File: config.mk
export PLATFORM = sky130hd
export DESIGN_NAME = atan2_zdiv
export DESIGN_NICKNAME = d
export VERILOG_FILES = /design/src/rtl/atan2_pkg.sv /design/src/rtl/atan2_zdiv.sv
export SDC_FILE = /design/constraint.sdc
export NUM_CORES = 2
export LEC_CHECK = 0
export BUFFER_PORTS_ARGS = -buffer_cell sky130_fd_sc_hd__buf_2
export CORE_MARGIN = 3
export CORE_UTILIZATION = 45
export DETAILED_ROUTE_END_ITERATION = 7
export PLACE_DENSITY = 0.63
export SYNTH_ARGS = -nofsm -noshare
export SYNTH_HDL_FRONTEND = slang
export SYNTH_SLANG_ARGS = --single-unit
File: constraint.sdc
create_clock -name clk -period 3.7 [get_ports clk]
set_input_delay 0.37 -clock clk [delete_from_list [all_inputs] [get_ports clk]]
set_output_delay 0.37 -clock clk [all_outputs]
set_load 0.01 [all_outputs]
File: src/rtl/atan2_pkg.sv
// ----------------------------------------------------------------------------
// atan2_pkg
// Shared widths, Q30 constants and stage payload types of the arctangent unit.
// ----------------------------------------------------------------------------
package atan2_pkg;

  localparam int COORD_WIDTH     = 16;
  localparam int ANGLE_FRAC_BITS = 13;
  localparam int ANGLE_WIDTH     = 16;
  localparam int QBITS           = 30;
  localparam int SHIFT           = QBITS - ANGLE_FRAC_BITS;

  localparam int DW   = COORD_WIDTH + 1;   // ratio divisor, |x|+|y|
  localparam int ZW   = 29;                // reduced ratio z, Q30
  localparam int Z2W  = 28;                // z^2, Q30
  localparam int Z4W  = 26;                // z^4, Q30
  localparam int GW   = 34;                // Pade gap term
  localparam int GLW  = 17;                // low slice of gap per partial product
  localparam int GHW  = GW - GLW;
  localparam int DNW  = 37;                // Pade denominator
  localparam int QW   = 26;                // correction quotient
  localparam int PW   = 64;                // z*gap + den/2
  localparam int AW   = 32;                // angle magnitude, Q30

  localparam logic [31:0] TAN_HI       = 32'd2592242074;
  localparam logic [31:0] TAN_LO       = 32'd444758426;
  localparam logic [AW-1:0] PI_Q       = 32'd3373259426;
  localparam logic [AW-1:0] PI_HALF_Q  = 32'd1686629713;
  localparam logic [AW-1:0] PI_QUART_Q = 32'd843314857;

  localparam longint ANGLE_MAX = (longint'(PI_Q) + (longint'(1) << (SHIFT - 1))) >>> SHIFT;

  typedef enum logic [1:0] {
    REGION_LOW,
    REGION_MID,
    REGION_HIGH
  } region_t;

  typedef struct packed {
    logic    spec;       // an input is zero, angle is fixed
    logic    spec_half;  // fixed angle is pi/2
    region_t region;
    logic    sub;        // mid region with |y| < |x|
    logic    nx;
    logic    neg;
  } ctx_t;

  typedef struct packed {
    logic [DW-1:0] rem;
    logic [DW-1:0] dvs;
    logic [ZW-1:0] lo;
    ctx_t          ctx;
  } zdiv_t;

  typedef struct packed {
    logic [DNW-1:0] rem;
    logic [DNW-1:0] dvs;
    logic [QW-1:0]  lo;
    logic [ZW-1:0]  z;
    ctx_t           ctx;
  } qdiv_t;

endpackage

File: src/rtl/atan2_zdiv.sv
// ----------------------------------------------------------------------------
// atan2_zdiv
// Pipelined restoring divider for the reduced ratio, one quotient bit a stage.
// ----------------------------------------------------------------------------
module atan2_zdiv (
  input  logic                  clk,
  input  logic [atan2_pkg::ZW-1:0] en,
  input  atan2_pkg::zdiv_t      din,
  output atan2_pkg::zdiv_t      dout
);
  import atan2_pkg::*;

  zdiv_t st_r [ZW];

  for (genvar i = 0; i < ZW; i++) begin : g_step
    zdiv_t       cur;
    zdiv_t       st_nxt;
    logic [DW:0] t;
    logic        ge;

    if (i == 0) begin : g_first
      assign cur = din;
    end else begin : g_next
      assign cur = st_r[i-1];
    end

    assign t  = {cur.rem, cur.lo[ZW-1]};
    assign ge = t >= {1'b0, cur.dvs};

    always_comb begin
      st_nxt     = cur;
      st_nxt.rem = ge ? DW'(t - {1'b0, cur.dvs}) : t[DW-1:0];
      st_nxt.lo  = {cur.lo[ZW-2:0], ge};
    end

    always_ff @(posedge clk) begin
      if (en[i]) begin
        st_r[i] <= st_nxt;
      end
    end
  end

  assign dout = st_r[ZW-1];

endmodule

Word level (Yosys, flattened, before mapping)
Memory sizes are Yosys's and may differ from the RTL's. Index checks and enable logic that the tools add are counted.

Bits in registers: 0. Bits in writable memories: 2030. Input port bits: 100. Output and inout bits: 70. Word-level logic and storage cells: 146. Memories kept: 1.

Memory list: st_r (words 29, bits a word 70, read ports 29, clocked after Yosys merged registers in 0, wr ports 29, RTL line atan2_zdiv.sv:13) `zdiv_t st_r [ZW];`.

Add/sub/neg operators: 29. Order comparisons: 29. Multiplexer cells: 87.

Operators with widths (count): 18-bit by 17-bit greater-or-equal comparator with 1-bit output (29); 17-bit two-way mux (29); 17-bit subtractor (29); 1-bit two-way mux (58).

Longest topological paths before layout
Depth after elaboration: 2. Mapped depth: 14. Gate-level depth less buffers: 13.

Least setup slack after synthesis
OpenSTA, ideal clock, no wires.

Path kind: flip-flop to flip-flop. Start point: memory st_r[1][35] in the netlist's numbering. End point: memory st_r[1][132] in the netlist's numbering, data pin. Library setup time: 0.260 ns. Data arrival time: 3.026 ns. Data required time: 3.440 ns. Path slack: 0.413 ns. Stages on the path, launching flop included: 14. Buffers on the path: 1. Period minus slack after synthesis: 3.287 ns. Cell sequence: edfxtp_1 > inv_1 > ha_1 > inv_1 > fa_1 > a211oi_2 > o21bai_1 > a211oi_2 > o21a_2 > a211o_1 > a21oi_2 > a2111oi_4 > buf_6 > mux2_4.

RTL lines (RTL line): start: declaration (atan2_zdiv.sv:13).

==> flow_metrics.py <==
metrics = {
    "run_status": {
        "status": "finished, final reports clean",
    },
    "die": {
        "die_h_um": 454,
        "core_um2": 198000,
        "start_util_pct": 45.5,
        "die-width_um": 454,
        "rows": 163,
        "die_area_um2": 206000,
        "io_pins": 170,
    },
    "logic_synthesis": {
        "avgSynthCellArea_um2": 14.1,
        "synth-xor-area-share_pct": 3.73,
        "syn-num-nets": 7010,
        "yosysWarningCount": 0,
        "yosys.area_share.adder_pct": 7.48,
        "synth-edff-count": 2030,
        "synth-seq-area-share_pct": 67.5,
        "yosys.area_share.simple_pct": 5.72,
        "synthArstFlopShare_pct": 0,
        "synth_seq_cells": 2030,
        "syn-cell-area_um2": 90300,
        "ys.flop_type": "edfxtp_1",
        "ys_types": 84,
        "synth_compound_area_share_pct": 9.94,
        "synth_top_family_by_area": "compound AO/OA/AOI/OAI gates",
        "synthMuxAreaShare_pct": 2.63,
        "netlist_instances": 6388,
    },
    "cts": {
        "h-tree-depth": 4,
        "cts_buffers": 206,
        "clk_path_buf_depth": 3,
        "clk_pin_slew_ns": 0.06,
        "tritoncts": "built",
        "ctsRootBufferMaster": "clkbuf_16",
        "clock_latency_ns": 0.83,
        "cts_setup_buffers": 0,
        "cts_sinks": 2030,
    },
    "power_and_ir_drop": {
        "internal_power_mw": 57.1,
        "power_mw": 84.1,
        "power.switching_mw": 27.0,
        "p_leak_nw": 39.6,
        "switching_share_pct": 32.1,
        "vdd_drop_max_uv": 591,
        "combinationalPowerShare_pct": 34.6,
        "seqPwrFrac_pct": 40.4,
        "pwr-share-clk_pct": 25.0,
        "powerDensity_nw_per_um2": 816,
    },
    "timing": {
        "setup_viol": 0,
        "skew_ns": 0.0210,
        "min_period_ns": 3.41,
        "max-slew-margin-rel_pct": 34.5,
        "rsz0062_at_grt": "no",
        "timing.fmax_mhz": 293,
        "final_hold_viol_count": 0,
        "worst_slew_pin_slew_ns": 0.983,
        "post-route-period-util_pct": 92.1,
        "drv_slew": 0,
        "tns_ns": 0,
    },
    "cells_and_area": {
        "largest_register_ffs": 2030,
        "area_growth_pct": 14.1,
        "largest_register": "st_r",
        "top_regs": "st_r (2030)",
        "final_common_cell": "edfxtp_1",
        "nNetsFinal": 7487,
        "drive_gt1_share_pct": 11.9,
        "final_cell_mix": "edfxtp_1 (2030), inv_1 (608), ha_1 (493)",
    },
    "run": {
        "drv_cap": 0,
    },
    "critical_path": {
        "crit_fanout": 18,
        "critical_path.startpoint_type": "flop",
        "critPathKind": "flop to flop",
        "cp-end-kind": "flop",
        "worstPathArrival_ns": 3.98,
        "cp.required_ns": 4.27,
    },
    "route": {
        "ant_nets": 0,
        "remaining_drc_errors": 0,
        "drtPass1Iterations": 8,
        "num_vias": 50400,
        "viasPerCell": 5.21,
        "drtIter0Drc": 3262,
        "avgRoutedWirePerCell_um": 17.8,
        "routed_wl_um": 173000,
    },
    "placed_design": {
        "dp.final_hpwl_um": 126000,
        "io_buffer_count": 169,
        "place_congestion": 0.889,
    },
    "grt": {
        "grtUsageTotal_pct": 16.7,
        "grt_pass1_vias": 50300,
        "grt_max_degree": 71,
        "antenna_found_initial": 1,
        "overflow": 0,
        "grt_pass1_wl_um": 274000,
    },
    "worst_hold_path": {
        "min_path_type": "input port to flop",
    },
}
-- Yosys cell counts (all sizes together), types with 22 or more instances --
master,instances,area [um^2]
inv,609,2290
nand2,432,1620
a31oi,44,275
xor2,164,1440
nand3,51,255
clkbuf,72,270
mux2,190,2200
o31a,22,193
a211oi,52,405
nor2,262,983
fa,29,581
nor2b,49,307
a21oi,408,2050
nand4,60,375
o21a,71,542
o21ai,441,2210
and3,24,150
ha,493,6170
edfxtp,2030,61000
xnor2,220,1930
nor3,73,365
o21bai,56,420
o31ai,42,315
or2,22,138
a21o,150,1130
nand2b,54,338
-- kinds of logic (layout without fill, tap and decap cells) --
logic type | Yosys count | in the layout
DFF | 2030 | 2030
AOI/OAI and AO/OA | 1438 | 1438
and+or+nand+nor | 1109 | 1109
buffers and inverters | 697 | 1348
adders and majority gates | 522 | 522
xor gates and xnor gates | 384 | 384
muxes | 208 | 208
other | 0 | 2
-- layout make-up --
class	instances	area [um^2]
flip-flops and latches	2030	61000
fillers	16400	95400
inverters	609	2290
diodes	2	5.00
multi-input cells	3661	26700
well taps	2640	3300
repair buffers	357	2850
clock inverters	140	1590
clock buffers	242	5350
-- routing by layer --
layer  global-route usage, %  wire length [um]  vias up
li1                        -                 -    24800
met1                    22.2             77700    24400
met2                    28.3             83700      968
met3                    2.56              6640      305
met4                    5.10              4440        0
met5                       0                 0        -
-- worst max-delay path, cell delays in order (launching register included) --
cell       delay [ns]
edfxtp_1         0.36
inv_1            0.08
ha_1             0.17
inv_1            0.06
fa_1             0.43
a211oi_2         0.23
o21bai_1         0.14
a211oi_2         0.26
o21a_2           0.20
a211o_1          0.15
a21oi_2          0.07
a2111oi_4        0.32
buf_4            0.33
mux2_2           0.37
-- what timing repair did --
| item | 4_1_cts | 5_1_grt |
|---|---|---|
| hold buffers | 78 | 0 |
| endpoints found under the hold margin | 123 | 0 |
| endpoints found under the setup margin | 0 | 16 |
| resized for setup | 0 | 1 |
-- path summary, 6_finish.rpt --
check,from,endpoint,slack (ns),cells after the start
worst max-delay path,st_r[1][35],st_r[1][124],0.29,13
worst min-delay path,en[21],st_r[1][399],0.06,2
worst max register to register,st_r[1][35],st_r[1][124],0.29,13
worst min register to register,st_r[0][509],st_r[0][580],0.40,0
-- stage by stage --
stage	hold WS [ns]	setup WS, ns	instances	util, %	instance area (um^2)
global route	0.0310	0.0220	9680	51.9	103000
CTS	0.00164	0.255	9679	51.9	103000
detailed placement	0.405	0.265	9219	48.0	95300
finish	0.0574	0.291	9681	51.9	103000
floorplan	0.400	0.413	6388	-	90300
global placement	0.400	0.337	9219	48.0	95300
-- power groups by stage --
stage	combinational, mW	sequential, mW	clock, mW
detailed placement	28.8	34.5	0
CTS	29.1	34.0	21.7
global route	32.7	34.4	22.6
floorplan	22.0	33.2	0
finish	29.1	34.0	21.0
global placement	28.3	34.5	0
Note: power is estimated with default switching activity, not from simulation.
